$ cat config.mk
export PLATFORM = sky130hd
export DESIGN_NAME = hex_cell_vertex_generator_top
export DESIGN_NICKNAME = d
export VERILOG_FILES = /design/src/design/hcvg_pkg.sv /design/src/design/hex_cell_vertex_generator_top.sv /design/src/design/hcvg_cfg.sv /design/src/design/hcvg_cell.sv /design/src/design/hcvg_corner.sv
export SDC_FILE = /design/constraint.sdc
export NUM_CORES = 1
export LEC_CHECK = 0
export BUFFER_PORTS_ARGS = -buffer_cell sky130_fd_sc_hd__buf_4
export CAP_MARGIN = 40
export CORE_ASPECT_RATIO = 1.4
export CORE_MARGIN = 2
export CORE_UTILIZATION = 35
export DETAILED_ROUTE_END_ITERATION = 10
export MAX_ROUTING_LAYER = met4
export PLACE_DENSITY = 0.48
export SLEW_MARGIN = 0
export SYNTH_ARGS = -nofsm -noshare
export SYNTH_HDL_FRONTEND = slang
export SYNTH_SLANG_ARGS = --single-unit
$ cat constraint.sdc
create_clock -name clk_i -period 7.9 [get_ports clk_i]
set_input_delay 1.185 -clock clk_i [delete_from_list [all_inputs] [get_ports clk_i]]
set_output_delay 1.185 -clock clk_i [all_outputs]
set_load 0.05 [all_outputs]
$ cat src/design/hcvg_pkg.sv
// shared types, constants and helper functions for the hex cell vertex generator
package hcvg_pkg;

  localparam int unsigned MAX_GRID_DIM = 256;
  localparam int unsigned NUM_CORNERS  = 6;
  localparam int unsigned CORNER_W     = $clog2(NUM_CORNERS);

  localparam int unsigned CELL_W  = 8;
  localparam int unsigned GW_W    = 9;
  localparam int unsigned CFG_W   = 12;
  localparam int unsigned COORD_W = 16;
  localparam int unsigned TEX_W   = 13;
  localparam int unsigned IDX_W   = 19;
  localparam int unsigned LIN_W   = 16;

  typedef logic [CORNER_W-1:0] corner_t;
  localparam corner_t LAST_CORNER = corner_t'(NUM_CORNERS - 1);

  // texture quadrant origin, half of the 0x1000 texture span
  localparam logic [TEX_W-1:0] TEX_HALF = TEX_W'(13'h1000 >> 1);

  typedef enum logic [1:0] {
    REG_GRID_WIDTH = 2'd0,
    REG_HEX_SIZE   = 2'd1,
    REG_ROW_STEP   = 2'd2,
    REG_TEX_SCALE  = 2'd3
  } cfg_reg_e;

  typedef struct packed {
    logic [GW_W-1:0]  grid_width;
    logic [CFG_W-1:0] hex_size;
    logic [CFG_W-1:0] row_step;
    logic [CFG_W-1:0] tex_scale;
  } cfg_t;

  typedef struct packed {
    logic [COORD_W-1:0] ox;
    logic [COORD_W-1:0] oy;
    logic [TEX_W-1:0]   u0;
    logic [TEX_W-1:0]   v0;
    logic [IDX_W-1:0]   base;
  } cell_t;

  // residue mod 3 via base-4 digit sums
  function automatic logic [1:0] mod3(input logic [GW_W-1:0] x);
    logic [3:0] s;
    logic [2:0] t;
    s = 4'(x[1:0]) + 4'(x[3:2]) + 4'(x[5:4]) + 4'(x[7:6]) + 4'(x[8]);
    t = 3'(s[1:0]) + 3'(s[3:2]);
    if (t >= 3'd3) begin
      t = t - 3'd3;
    end
    if (t >= 3'd3) begin
      t = t - 3'd3;
    end
    return t[1:0];
  endfunction

  // x * {3,4,3,1,0,1}[c] / 4
  function automatic logic [CFG_W-1:0] quarter_off(input logic [CFG_W-1:0] x,
                                                    input corner_t c);
    logic [CFG_W+1:0] x3;
    logic [CFG_W-1:0] r;
    x3 = {2'b00, x} + {1'b0, x, 1'b0};
    case (c)
      3'd0, 3'd2: r = x3[CFG_W+1:2];
      3'd1:       r = x;
      3'd3, 3'd5: r = {2'b00, x[CFG_W-1:2]};
      default:    r = '0;
    endcase
    return r;
  endfunction

  // x * {0,1,2,2,1,0}[c] / 2
  function automatic logic [CFG_W-1:0] half_off(input logic [CFG_W-1:0] x,
                                                 input corner_t c);
    logic [CFG_W-1:0] r;
    case (c)
      3'd1, 3'd4: r = {1'b0, x[CFG_W-1:1]};
      3'd2, 3'd3: r = x;
      default:    r = '0;
    endcase
    return r;
  endfunction

endpackage

$ cat src/design/hex_cell_vertex_generator_top.sv
// top level of the flat-top hex cell vertex generator
// path: a cell passes the input register, the cell register, then the output register
// the corner sequencer sends the six corners of each cell on the single output port
// input register, cell register and output register overlap, so the next cell waits in place
// reset: asynchronous active low, clears valid flags and loads register defaults
module hex_cell_vertex_generator_top (
  input  logic                         clk_i,
  input  logic                         rst_ni,
  input  logic                         cfg_we_i,
  input  logic [1:0]                   cfg_index_i,
  input  logic [hcvg_pkg::CFG_W-1:0]   cfg_data_i,
  input  logic                         in_valid_i,
  output logic                         in_stall_o,
  input  logic [hcvg_pkg::CELL_W-1:0]  cell_col_i,
  input  logic [hcvg_pkg::CELL_W-1:0]  cell_row_i,
  output logic                         out_valid_o,
  input  logic                         out_stall_i,
  output logic signed [hcvg_pkg::COORD_W-1:0] vertex_x_o,
  output logic signed [hcvg_pkg::COORD_W-1:0] vertex_y_o,
  output logic [hcvg_pkg::TEX_W-1:0]   tex_u_o,
  output logic [hcvg_pkg::TEX_W-1:0]   tex_v_o,
  output logic [hcvg_pkg::IDX_W-1:0]   vertex_index_o,
  output logic                         last_o
);
  import hcvg_pkg::*;

  cfg_t               cfg;
  cell_t              cell_info;
  logic               cell_valid;
  logic               take;
  logic [COORD_W-1:0] vx, vy;

  hcvg_cfg u_cfg (
    .clk_i       (clk_i),
    .rst_ni      (rst_ni),
    .cfg_we_i    (cfg_we_i),
    .cfg_index_i (cfg_index_i),
    .cfg_data_i  (cfg_data_i),
    .cfg_o       (cfg)
  );

  hcvg_cell u_cell (
    .clk_i        (clk_i),
    .rst_ni       (rst_ni),
    .in_valid_i   (in_valid_i),
    .in_stall_o   (in_stall_o),
    .cell_col_i   (cell_col_i),
    .cell_row_i   (cell_row_i),
    .cfg_i        (cfg),
    .take_i       (take),
    .cell_valid_o (cell_valid),
    .cell_o       (cell_info)
  );

  hcvg_corner u_corner (
    .clk_i          (clk_i),
    .rst_ni         (rst_ni),
    .cfg_i          (cfg),
    .cell_valid_i   (cell_valid),
    .cell_i         (cell_info),
    .take_o         (take),
    .out_valid_o    (out_valid_o),
    .out_stall_i    (out_stall_i),
    .vertex_x_o     (vx),
    .vertex_y_o     (vy),
    .tex_u_o        (tex_u_o),
    .tex_v_o        (tex_v_o),
    .vertex_index_o (vertex_index_o),
    .last_o         (last_o)
  );

  assign vertex_x_o = $signed(vx);
  assign vertex_y_o = $signed(vy);

  // corners of one cell follow each other without gaps when the sink keeps taking
  assert property (@(posedge clk_i) disable iff (!rst_ni)
    (out_valid_o && !out_stall_i && !last_o) |=> out_valid_o)
    else $error("corner sequence broke before the last corner");

  // back-to-back corner transfers of one cell step the buffer index by one
  assert property (@(posedge clk_i) disable iff (!rst_ni)
    ((out_valid_o && !out_stall_i && !last_o) ##1 (out_valid_o && !out_stall_i))
    |-> (vertex_index_o == $past(vertex_index_o) + IDX_W'(1)))
    else $error("vertex index did not advance by one between corners");

endmodule

$ cat src/design/hcvg_cfg.sv
// configuration register bank with grid width clamp
module hcvg_cfg (
  input  logic                      clk_i,
  input  logic                      rst_ni,
  input  logic                      cfg_we_i,
  input  logic [1:0]                cfg_index_i,
  input  logic [hcvg_pkg::CFG_W-1:0] cfg_data_i,
  output hcvg_pkg::cfg_t            cfg_o
);
  import hcvg_pkg::*;

  cfg_t             cfg_q, cfg_d;
  logic [GW_W-1:0]  gw_val;

  always_comb begin
    gw_val = cfg_data_i[GW_W-1:0];
    cfg_d  = cfg_q;
    if (cfg_we_i) begin
      case (cfg_reg_e'(cfg_index_i))
        REG_GRID_WIDTH: begin
          cfg_d.grid_width = (gw_val > GW_W'(MAX_GRID_DIM)) ? GW_W'(MAX_GRID_DIM) : gw_val;
        end
        REG_HEX_SIZE:  cfg_d.hex_size  = cfg_data_i;
        REG_ROW_STEP:  cfg_d.row_step  = cfg_data_i;
        REG_TEX_SCALE: cfg_d.tex_scale = cfg_data_i;
        default: cfg_d = cfg_q;
      endcase
    end
  end

  always_ff @(posedge clk_i or negedge rst_ni) begin
    if (!rst_ni) begin
      cfg_q.grid_width <= GW_W'(16);
      cfg_q.hex_size   <= CFG_W'(64);
      cfg_q.row_step   <= CFG_W'(56);
      cfg_q.tex_scale  <= CFG_W'(2048);
    end else begin
      cfg_q <= cfg_d;
    end
  end

  assign cfg_o = cfg_q;

endmodule

$ cat src/design/hcvg_cell.sv
// input register and per-cell origin, quadrant and index computation
module hcvg_cell (
  input  logic                        clk_i,
  input  logic                        rst_ni,
  input  logic                        in_valid_i,
  output logic                        in_stall_o,
  input  logic [hcvg_pkg::CELL_W-1:0] cell_col_i,
  input  logic [hcvg_pkg::CELL_W-1:0] cell_row_i,
  input  hcvg_pkg::cfg_t              cfg_i,
  input  logic                        take_i,
  output logic                        cell_valid_o,
  output hcvg_pkg::cell_t             cell_o
);
  import hcvg_pkg::*;

  logic              valid_q, valid_d;
  logic [CELL_W-1:0] col_q, row_q;
  logic              load;

  logic [CFG_W+1:0]    hs3;
  logic [CFG_W-1:0]    colstep_raw, colstep;
  logic [19:0]         xprod, yprod;
  logic [GW_W+CELL_W-1:0] wprod;
  logic [LIN_W-1:0]    lin;
  logic [1:0]          quad;

  assign in_stall_o = valid_q && !take_i;
  assign load       = in_valid_i && !in_stall_o;

  always_comb begin
    if (load) begin
      valid_d = 1'b1;
    end else if (take_i) begin
      valid_d = 1'b0;
    end else begin
      valid_d = valid_q;
    end
  end

  always_ff @(posedge clk_i or negedge rst_ni) begin
    if (!rst_ni) begin
      valid_q <= 1'b0;
    end else begin
      valid_q <= valid_d;
    end
  end

  always_ff @(posedge clk_i) begin
    if (load) begin
      col_q <= cell_col_i;
      row_q <= cell_row_i;
    end
  end

  // column pitch is 3/4 of the hex size, truncated, then rounded up to even
  always_comb begin
    hs3         = {2'b00, cfg_i.hex_size} + {1'b0, cfg_i.hex_size, 1'b0};
    colstep_raw = hs3[CFG_W+1:2];
    colstep     = colstep_raw + CFG_W'(colstep_raw[0]);
    xprod       = 20'(col_q) * 20'(colstep);
    yprod       = 20'(row_q) * 20'(cfg_i.row_step);
    wprod       = (GW_W+CELL_W)'(row_q) * (GW_W+CELL_W)'(cfg_i.grid_width);
    lin         = wprod[LIN_W-1:0] + LIN_W'(col_q);
    quad        = mod3(GW_W'(col_q) + GW_W'(row_q));

    cell_o.ox   = COORD_W'(cfg_i.hex_size) + xprod[COORD_W-1:0];
    cell_o.oy   = yprod[COORD_W-1:0]
                + (col_q[0] ? COORD_W'(cfg_i.row_step[CFG_W-1:1]) : '0);
    cell_o.base = IDX_W'({lin, 2'b00}) + IDX_W'({lin, 1'b0});
    case (quad)
      2'd0: begin
        cell_o.u0 = TEX_HALF;
        cell_o.v0 = '0;
      end
      2'd1: begin
        cell_o.u0 = '0;
        cell_o.v0 = TEX_HALF;
      end
      default: begin
        cell_o.u0 = TEX_HALF;
        cell_o.v0 = TEX_HALF;
      end
    endcase
  end

  assign cell_valid_o = valid_q;

endmodule

$ cat src/design/hcvg_corner.sv
// corner sequencer and vertex output register
module hcvg_corner (
  input  logic                         clk_i,
  input  logic                         rst_ni,
  input  hcvg_pkg::cfg_t               cfg_i,
  input  logic                         cell_valid_i,
  input  hcvg_pkg::cell_t              cell_i,
  output logic                         take_o,
  output logic                         out_valid_o,
  input  logic                         out_stall_i,
  output logic [hcvg_pkg::COORD_W-1:0] vertex_x_o,
  output logic [hcvg_pkg::COORD_W-1:0] vertex_y_o,
  output logic [hcvg_pkg::TEX_W-1:0]   tex_u_o,
  output logic [hcvg_pkg::TEX_W-1:0]   tex_v_o,
  output logic [hcvg_pkg::IDX_W-1:0]   vertex_index_o,
  output logic                         last_o
);
  import hcvg_pkg::*;

  logic    cur_valid_q, cur_valid_d;
  cell_t   cur_q;
  corner_t corner_q, corner_d;
  logic    out_valid_q, out_valid_d;
  logic    out_free, step, done, load;

  logic [COORD_W-1:0] x_d, y_d;
  logic [TEX_W-1:0]   u_d, v_d;
  logic [IDX_W-1:0]   idx_d;
  logic               last_d;

  assign out_free = !out_valid_q || !out_stall_i;
  assign step     = cur_valid_q && out_free;
  assign done     = step && (corner_q == LAST_CORNER);
  assign take_o   = !cur_valid_q || done;
  assign load     = take_o && cell_valid_i;

  always_comb begin
    if (load) begin
      cur_valid_d = 1'b1;
    end else if (done) begin
      cur_valid_d = 1'b0;
    end else begin
      cur_valid_d = cur_valid_q;
    end

    if (load || done) begin
      corner_d = '0;
    end else if (step) begin
      corner_d = corner_q + corner_t'(1);
    end else begin
      corner_d = corner_q;
    end

    out_valid_d = step || (out_valid_q && out_stall_i);
  end

  always_comb begin
    x_d    = cur_q.ox - COORD_W'(quarter_off(cfg_i.hex_size, corner_q));
    y_d    = cur_q.oy + COORD_W'(half_off(cfg_i.row_step, corner_q));
    u_d    = cur_q.u0 + TEX_W'(quarter_off(cfg_i.tex_scale, corner_q));
    v_d    = cur_q.v0 + TEX_W'(half_off(cfg_i.tex_scale, corner_q));
    idx_d  = cur_q.base + IDX_W'(corner_q);
    last_d = (corner_q == LAST_CORNER);
  end

  always_ff @(posedge clk_i or negedge rst_ni) begin
    if (!rst_ni) begin
      cur_valid_q <= 1'b0;
      corner_q    <= '0;
      out_valid_q <= 1'b0;
    end else begin
      cur_valid_q <= cur_valid_d;
      corner_q    <= corner_d;
      out_valid_q <= out_valid_d;
    end
  end

  always_ff @(posedge clk_i) begin
    if (load) begin
      cur_q <= cell_i;
    end
    if (step) begin
      vertex_x_o     <= x_d;
      vertex_y_o     <= y_d;
      tex_u_o        <= u_d;
      tex_v_o        <= v_d;
      vertex_index_o <= idx_d;
      last_o         <= last_d;
    end
  end

  assign out_valid_o = out_valid_q;

endmodule
==> run_results.csv, run 1 <==
group,metric,value,unit
timing,setup_repair_after_global_routing_missed_its_margin,"no",
yosys,yosys-top-cells-area,"sky130_fd_sc_hd__edfxtp_1 23%, sky130_fd_sc_hd__fa_1 20%, sky130_fd_sc_hd__ha_1 12%",
die,num_rows,100,
clock_tree,postCtsSetupRepairBufs,0,
yosys,syn-cell-area,18800,sq um
routing,dr.max_layer_used,"met4",
placement,place_hpwl,35200,um
worst_hold_path,startpoint_of_the_most_critical_hold_path,"u_cfg.cfg_o[24]",
yosys,syn_inst,1854,
placement,port_buffers,114,
global_routing,gr-total-overflow,0,
critical_path,setup.worst_path.start_class,"flop",
yosys,postSynthNetCount,2255,
critical_path,crit_chain,"inv_1, fa_1, and2b_2, o22ai_1, xnor2_1, and4b_4, nand3_1, nand3b_1, o221a_1, o221ai_2, and2_1, fa_1, fa_1, fa_1, inv_1, fa_1, inv_1, ha_1, or2_2, a21oi_1, a31oi_1, xnor3_1, xor3_1",
critical_path,worstReg2RegEnd,"u_corner.cur_q[76]",
critical_path,critical_path.most_common_cell,"sky130_fd_sc_hd__fa_1",
routing,drc,0,
timing,finalClockSkew,0.0144,ns
clock_tree,tritoncts,"yes",
critical_path,arrival,7.48,ns
global_routing,grt.total_usage,17.6,%
yosys,synth_enable_flop_cells,146,
die,fp.dieH,278,um
timing,fin_crit_sh,92.0,%
critical_path,worst_setup_path_end_kind,"flop",
die,boundaryPins,115,
global_routing,grt_first_pass_wirelength,73500,um
worst_hold_path,min_path_type,"reg2reg",
finish,finish.utilization,39.6,%
timing,final-setup-viol-count,0,
yosys,post_synth.cell_area_avg,10.1,sq um
finish,antenna_cell_count,0,
clock_tree,cts_buffers,17,
flow_run,maxCapViolCount,0,
finish,area_delta_synth_final,12.2,%
routing,route.final.wire_length,44600,um
timing,fmax_achieved,0.138,GHz
timing,max_slew_margin,41.2,%
finish,final_net_count,2345,
yosys,postSynthRegisterBits,197,
timing,worst_slew_pin_tran,0.882,ns
die,dieArea,55600,sq um
yosys,synth-main-ff-cell,"sky130_fd_sc_hd__edfxtp_1",
finish,stdcell_area,21100,sq um
global_routing,grt_max_degree,60,
placement,dpl-instance-area,20500,sq um
critical_path,cp_slowest_cell,"sky130_fd_sc_hd__fa_1",
yosys,netlist_top_cells_count,"312 x sky130_fd_sc_hd__inv_1, 202 x sky130_fd_sc_hd__nand2_1, 187 x sky130_fd_sc_hd__fa_1",
critical_path,cpPeakStageDelay,0.55,ns
clock_tree,clockBufferDepth,2,
critical_path,crit-reg2reg-launch,"u_cfg.cfg_o[25]",
yosys,synth_top_area_cell,"sky130_fd_sc_hd__edfxtp_1",
yosys,post-synth-top-area-fraction,23.3,%
clock_tree,ctsResizeCount,0,
clock_tree,tritoncts_num_sinks,197,
placement,gp_congestion,0.830,
global_routing,initial_antenna_violation_count,1,
critical_path,cp_num_buf_inv,3,
critical_path,timing.reg2reg.worst_path_depth,23,
status,run_status,"complete, no violations",
routing,wl_per_cell,16.7,um
timing,final.min_clock_period,7.27,ns
critical_path,reg2reg_slack,0.63,ns
critical_path,worst-setup-path-type,"reg2reg",
clock_tree,clock_tree.root_cell,"sky130_fd_sc_hd__clkbuf_16",
yosys,ys_types,77,
routing,drt_first_pass_iters,5,
clock_tree,clk_pin_slew,0.08,ns
timing,fin_tns_setup,0,ns
timing,hold_violations,0,
routing,detail_route.iter0.violations,467,
routing,detail_route.wirelength.met1,18100,um
clock_tree,clock_tree.htree_level_count,4,
clock_tree,clock_insertion_delay_worst_skew,0.48,ns
critical_path,crit_fanout,7,
routing,wl_met3,1270,um
critical_path,crit_family,"adder cells",
routing,postRouteAntennaNets,0,
routing,vias,13000,
yosys,most_frequent_cell_after_synthesis,"sky130_fd_sc_hd__inv_1",
yosys,synth_sequential_area_ratio,30.2,%
global_routing,number_of_global_route_vias_before_repair,13800,
worst_hold_path,timing.hold.worst_path_depth,0,
timing,final_max_slew_viol_count,0,
placement,dp_slack,0.642,ns
yosys,async_reset_ff_share,25.9,%
die,core,53200,sq um
critical_path,required_time_worst_endpoint,8.11,ns
routing,via_per_inst,4.87,
finish,share_of_post_route_cells_with_drive_strength_above_1,11.9,%
clock_tree,hold_buffers,0,
yosys,ys_warn_count,0,
routing,route.met2.wl,24100,um
die,starting_density,35.3,%
timing,layout_setup_ws,0.630,ns
die,die_width,200,um
worst_hold_path,timing.hold.worst_endpoint,"u_corner.cur_q[61]",
[per-layer routing]
metal | global-route usage, % | vias up
li1 | - | 6218
met1 | 20.3 | 6561
met2 | 31.3 | 180
met3 | 2.27 | 42
met4 | 6.12 | 0
met5 | - | -
[layout make-up]
| type | instances | area (sq um) |
|---|---|---|
| fill | 5218 | 32100 |
| multi-input combinational | 1286 | 11700 |
| sequential | 197 | 5670 |
| inverter | 312 | 1170 |
| timing repair buffer | 130 | 1010 |
| tap | 714 | 893 |
| clock buffer | 19 | 433 |
| clock inverter | 13 | 190 |
[cells by family after synthesis]
family	after synthesis	share of synthesized area, %
buf+inv	371	7.49
mux	37	2.22
fa+ha+maj	366	31.8
simple gates	507	13.1
flops	197	30.2
xor+xnor	119	5.92
compound gates	257	9.29
[per-stage QoR]
| stage | instances | hold WS (ns) |
|---|---|---|
| 6_report | 2671 | 0.550 |
| 5_1_grt | 2671 | 0.567 |
| 4_1_cts | 2671 | 0.554 |
| 2_1_floorplan | 1854 | 0.458 |
| 3_5_place_dp | 2639 | 0.536 |
| 3_3_place_gp | 2635 | 0.526 |
[worst max-delay path by stage]
stage                    startpoint                 end  cells after the start
global route        u_cfg.cfg_o[25]  u_corner.cur_q[76]                     23
CTS                 u_cfg.cfg_o[26]  u_corner.cur_q[76]                     23
finish              u_cfg.cfg_o[25]  u_corner.cur_q[76]                     23
detailed placement  u_cfg.cfg_o[26]  u_corner.cur_q[76]                     23
floorplan           u_cfg.cfg_o[25]  u_corner.cur_q[76]                     23
global placement    u_cfg.cfg_o[25]  u_corner.cur_q[76]                     23
[cells in the final DEF (no fill, tap or decap), types with 21 or more instances in the layout]
cell type and n:
sky130_fd_sc_hd__nand2_1 202, sky130_fd_sc_hd__xnor2_1 82, sky130_fd_sc_hd__buf_4 127, sky130_fd_sc_hd__inv_1 310, sky130_fd_sc_hd__edfxtp_1 146, sky130_fd_sc_hd__a21boi_0 24
sky130_fd_sc_hd__a21oi_1 53, sky130_fd_sc_hd__mux2_2 37, sky130_fd_sc_hd__dfrtp_1 45, sky130_fd_sc_hd__o21ai_0 64, sky130_fd_sc_hd__a22o_1 21, sky130_fd_sc_hd__fa_1 187
sky130_fd_sc_hd__nand2b_1 28, sky130_fd_sc_hd__ha_1 179, sky130_fd_sc_hd__xor2_1 31, sky130_fd_sc_hd__and2_1 101, sky130_fd_sc_hd__nor2_1 93
[flip-flops by register name, summed over array words and instances, names as in the netlist]
signal,flops
u_corner.out_valid_o,1
u_corner.corner_q,3
u_cell.cell_valid_o,1
u_corner.cur_q,52
u_corner.last_o,1
u_cfg.cfg_o,45
u_corner.tex_v_o,13
u_corner.cur_valid_q,1
u_cell.col_q,8
u_corner.vertex_index_o,19
u_corner.vertex_x_o,16
u_cell.row_q,8
u_corner.tex_u_o,13
u_corner.vertex_y_o,16
Power of run 1 is not shown: default switching activity piles up to over one toggle a cycle in this logic, so the estimate is an artifact.
==> run 2, diff against run 1 <==
Settings changed: CTS_BUF_LIST from default to sky130_fd_sc_hd__clkbuf_8.
==> run_results.csv, run 2 (synthesized netlist as in run 1, its figures left out) <==
group,metric,value,unit
finish,finish.utilization,39.3,%
critical_path,arrival,7.56,ns
routing,postRouteAntennaNets,0,
clock_tree,clock_tree.root_cell,"sky130_fd_sc_hd__clkbuf_8",
clock_tree,tritoncts_num_sinks,197,
clock_tree,postCtsSetupRepairBufs,0,
worst_hold_path,min_path_type,"reg2reg",
routing,drc,0,
status,run_status,"complete, no violations",
timing,final_max_slew_viol_count,0,
timing,setup_repair_after_global_routing_missed_its_margin,"no",
finish,area_delta_synth_final,11.2,%
critical_path,worst-setup-path-type,"reg2reg",
timing,fin_tns_setup,0,ns
global_routing,number_of_global_route_vias_before_repair,13800,
global_routing,grt_max_degree,60,
finish,reg_with_most_ffs,"u_corner.cur_q",
timing,fin_crit_sh,92.1,%
clock_tree,tritoncts,"yes",
placement,gp_congestion,0.830,
timing,hold_violations,0,
timing,finalClockSkew,0.0176,ns
routing,drt_first_pass_iters,5,
placement,dpl-instance-area,20500,sq um
die,dieArea,55600,sq um
critical_path,cp_num_buf_inv,3,
die,core,53200,sq um
timing,worst_slew_pin_tran,0.872,ns
critical_path,critical_path.most_common_cell,"sky130_fd_sc_hd__fa_1",
critical_path,crit_fanout,7,
finish,layoutNonFillerInstCount,2672,
die,die_width,200,um
clock_tree,hold_buffers,0,
placement,place_hpwl,35200,um
placement,post-place-cells,2639,
critical_path,crit_chain,"inv_1, fa_1, and2b_2, o22ai_1, xnor2_1, and4b_4, nand3_1, nand3b_1, o221a_1, o221ai_2, and2_1, fa_1, fa_1, fa_1, inv_1, fa_1, inv_1, ha_1, or2_2, a21oi_1, a31oi_1, xnor3_1, xor3_1",
routing,route.final.wire_length,44500,um
die,num_rows,100,
flow_run,maxCapViolCount,0,
global_routing,initial_antenna_violation_count,2,
critical_path,setup.worst_path.start_class,"flop",
routing,vias,13000,
critical_path,worst_setup_path_end_kind,"flop",
finish,fillCellCount,5232,
placement,port_buffers,114,
finish,stdcell_area,20900,sq um
finish,final_net_count,2345,
finish,mostFrequentLayoutCell,"sky130_fd_sc_hd__inv_1",
critical_path,crit_family,"adder cells",
clock_tree,ctsResizeCount,0,
die,fp.dieH,278,um
clock_tree,clock_tree.htree_level_count,4,
routing,via_per_inst,4.86,
timing,fmax_achieved,0.137,GHz
global_routing,grt_first_pass_wirelength,73300,um
clock_tree,cts_buffers,17,
die,starting_density,35.3,%
global_routing,gr-total-overflow,0,
timing,final-setup-viol-count,0,
routing,wl_per_cell,16.7,um
finish,share_of_post_route_cells_with_drive_strength_above_1,11.9,%
timing,max_slew_margin,41.9,%
clock_tree,clk_pin_slew,0.12,ns
critical_path,cp_slowest_cell,"sky130_fd_sc_hd__fa_1",
critical_path,required_time_worst_endpoint,8.18,ns
die,boundaryPins,115,
clock_tree,clockBufferDepth,2,
finish,final_cell_mix,"312 x sky130_fd_sc_hd__inv_1, 202 x sky130_fd_sc_hd__nand2_1, 187 x sky130_fd_sc_hd__fa_1, 179 x sky130_fd_sc_hd__ha_1, 146 x sky130_fd_sc_hd__edfxtp_1",
global_routing,grt.total_usage,17.5,%
timing,final.min_clock_period,7.28,ns
clock_tree,clock_insertion_delay_worst_skew,0.54,ns
critical_path,cpPeakStageDelay,0.56,ns
routing,detail_route.iter0.violations,517,
finish,largest_register_ff_count,52,
==> run 2: cell types whose count changed in the layout (fill, tap and decap cells not counted) <==
cell,change
sky130_fd_sc_hd__clkbuf_16,-17
sky130_fd_sc_hd__diode_2,+1
sky130_fd_sc_hd__inv_1,+2
sky130_fd_sc_hd__clkbuf_1,-2
sky130_fd_sc_hd__clkbuf_8,+17
==> run 2: cell type report <==
cell class                      count  area (sq um)  area share, %
Multi-Input combinational cell   1286         11700           56.1
Sequential cell                   197          5670           27.1
Inverter                          312          1170           5.61
Timing Repair Buffer              130          1010           4.82
Tap cell                          714           893           4.28
Clock buffer                       17           234           1.12
Clock inverter                     15           198          0.946
Antenna cell                        1          2.50         0.0120
==> run 2: stage by stage <==
step	setup WS [ns]	hold slack (ns)
6_report	0.621	0.559
5_1_grt	0.212	0.573
4_1_cts	0.605	0.562
3_5_place_dp	0.642	0.536
3_3_place_gp	0.751	0.526
2_1_floorplan	1.19	0.458
==> run 2: final timing paths <==
check	start	to	slack, ns	depth (start not counted)
setup / recovery	u_cfg.cfg_o[25]	u_corner.cur_q[76]	0.62	23
hold / removal	u_cfg.cfg_o[24]	u_corner.cur_q[61]	0.56	0
setup reg to reg	u_cfg.cfg_o[25]	u_corner.cur_q[76]	0.62	23
hold reg to reg	u_cfg.cfg_o[24]	u_corner.cur_q[61]	0.56	0
max in group asynchronous	rst_ni	u_cfg.cfg_o[18]	6.77	1
min in group asynchronous	rst_ni	u_corner.out_valid_o	0.65	1
==> run 2: routing by layer <==
layer | share of wire [%] | global-route usage (%) | routed length (um) | up-vias
li1 | - | - | - | 6217
met1 | 41 | 20.2 | 18100 | 6546
met2 | 54 | 31.3 | 24100 | 175
met3 | 2.8 | 2.21 | 1260 | 38
met4 | 2.5 | 5.66 | 1110 | 0
met5 | 0 | - | 0 | -
==> run 2: worst reg2reg max path: cells and delay by family (launching register included) <==
family          cells  cell delay [ns]
flops               1             0.48
xor+xnor            3             1.12
buf+inv             3             0.20
fa+ha+maj           6             2.79
compound gates      5             0.93
simple gates        6             1.52
Power of run 2 is left out for the same reason.
==> run 3, diff against run 2 <==
Settings changed: CORE_UTILIZATION 35 to 30, PLACE_DENSITY 0.48 to 0.42.
==> run_results.csv, run 3 (synthesized netlist as in run 1, its figures left out) <==
group,metric,value,unit
clock_tree,clk_pin_slew,0.12,ns
placement,port_buffers,114,
routing,postRouteAntennaNets,0,
clock_tree,clockBufferDepth,2,
critical_path,critical_path.most_common_cell,"sky130_fd_sc_hd__fa_1",
timing,final.min_clock_period,7.30,ns
die,num_rows,108,
timing,max_slew_margin,39.2,%
die,fp.dieH,300,um
global_routing,grt_first_pass_wirelength,75600,um
finish,reg_with_most_ffs,"u_corner.cur_q",
clock_tree,cts_buffers,17,
placement,post-place-cells,2755,
routing,route.final.wire_length,46500,um
placement,dpl-instance-area,20700,sq um
critical_path,arrival,7.58,ns
timing,worst_slew_pin_tran,0.909,ns
routing,dr.max_layer_used,"met4",
critical_path,crit_chain,"inv_1, fa_1, and2b_2, o22ai_1, xnor2_1, and4b_4, nand3_1, nand3b_1, o221a_1, o221ai_2, and2_1, fa_1, fa_1, fa_1, inv_1, fa_1, inv_1, ha_1, or2_2, a21oi_1, a31oi_1, xnor3_1, xor3_1",
global_routing,number_of_global_route_vias_before_repair,14000,
worst_hold_path,min_path_type,"reg2reg",
timing,fin_tns_setup,0,ns
finish,final_net_count,2350,
finish,final_cell_mix,"312 x sky130_fd_sc_hd__inv_1, 202 x sky130_fd_sc_hd__nand2_1, 187 x sky130_fd_sc_hd__fa_1, 179 x sky130_fd_sc_hd__ha_1, 146 x sky130_fd_sc_hd__edfxtp_1",
die,dieArea,64700,sq um
finish,area_delta_synth_final,12.3,%
die,boundaryPins,115,
status,run_status,"complete, no violations",
routing,route.met2.wl,25700,um
clock_tree,clock_tree.root_cell,"sky130_fd_sc_hd__clkbuf_8",
critical_path,crit_family,"adder cells",
finish,mostFrequentLayoutCell,"sky130_fd_sc_hd__inv_1",
finish,finish.utilization,34.0,%
flow_run,maxCapViolCount,0,
clock_tree,clock_tree.htree_level_count,4,
finish,fillCellCount,6274,
die,starting_density,30.3,%
critical_path,crit_fanout,6,
routing,wl_per_cell,16.7,um
clock_tree,clock_insertion_delay_worst_skew,0.54,ns
routing,wl_met3,1260,um
finish,stdcell_area,21100,sq um
clock_tree,tritoncts_num_sinks,197,
critical_path,cp_num_buf_inv,3,
routing,drt_first_pass_iters,6,
finish,largest_register_ff_count,52,
clock_tree,tritoncts,"yes",
critical_path,required_time_worst_endpoint,8.18,ns
placement,place_hpwl,37400,um
timing,final_max_slew_viol_count,0,
timing,fmax_achieved,0.137,GHz
critical_path,cpPeakStageDelay,0.54,ns
placement,gp_congestion,0.804,
clock_tree,postCtsSetupRepairBufs,0,
critical_path,setup.worst_path.start_class,"flop",
critical_path,cp_slowest_cell,"sky130_fd_sc_hd__fa_1",
global_routing,grt_max_degree,53,
timing,hold_violations,0,
timing,final-setup-viol-count,0,
routing,via_per_inst,4.63,
critical_path,worst_setup_path_end_kind,"flop",
routing,detail_route.iter0.violations,548,
global_routing,grt.total_usage,15.5,%
die,die_width,216,um
finish,share_of_post_route_cells_with_drive_strength_above_1,12.2,%
global_routing,initial_antenna_violation_count,3,
timing,setup_repair_after_global_routing_missed_its_margin,"no",
die,core,62000,sq um
clock_tree,ctsResizeCount,0,
global_routing,gr-total-overflow,0,
critical_path,worst-setup-path-type,"reg2reg",
routing,drc,0,
routing,detail_route.wirelength.met1,18600,um
finish,layoutNonFillerInstCount,2788,
timing,fin_crit_sh,92.4,%
clock_tree,hold_buffers,0,
timing,finalClockSkew,0.0239,ns
routing,vias,12900,
-- run 3: layout make-up --
| type | instances | area [sq um] | area share, % |
|---|---|---|---|
| Antenna cell | 1 | 2.50 | 0.0119 |
| Clock buffer | 17 | 234 | 1.11 |
| Clock inverter | 15 | 200 | 0.948 |
| Inverter | 312 | 1170 | 5.55 |
| Multi-Input combinational cell | 1286 | 11700 | 55.5 |
| Sequential cell | 197 | 5670 | 26.8 |
| Tap cell | 825 | 1030 | 4.89 |
| Timing Repair Buffer | 135 | 1080 | 5.13 |
-- run 3: path summary, 6_finish.rpt --
path                                        end  depth (start not counted)                 from  slack (ns)
setup / recovery             u_corner.cur_q[76]                         23      u_cfg.cfg_o[26]        0.60
hold reg to reg            u_corner.cur_valid_q                          1  u_cell.cell_valid_o        0.52
setup reg to reg             u_corner.cur_q[76]                         23      u_cfg.cfg_o[26]        0.60
min in group asynchronous        u_cfg.cfg_o[1]                          1               rst_ni        0.65
hold / removal             u_corner.cur_valid_q                          1  u_cell.cell_valid_o        0.52
max in group asynchronous       u_cfg.cfg_o[43]                          1               rst_ni        6.78
-- run 3: routing by layer --
layer  vias up  GRT usage [%]
met5         -              -
met4         0           4.79
met3        39           2.06
met2       166           28.9
met1      6484           17.0
li1       6217              -
-- run 3: metrics by stage --
stage | worst slack [ns] | hold slack (ns)
floorplan | 1.19 | 0.458
global placement | 0.733 | 0.493
detailed placement | 0.609 | 0.491
CTS | 0.557 | 0.519
global route | 0.246 | 0.565
finish | 0.598 | 0.518
Power of run 3 is left out for the same reason.
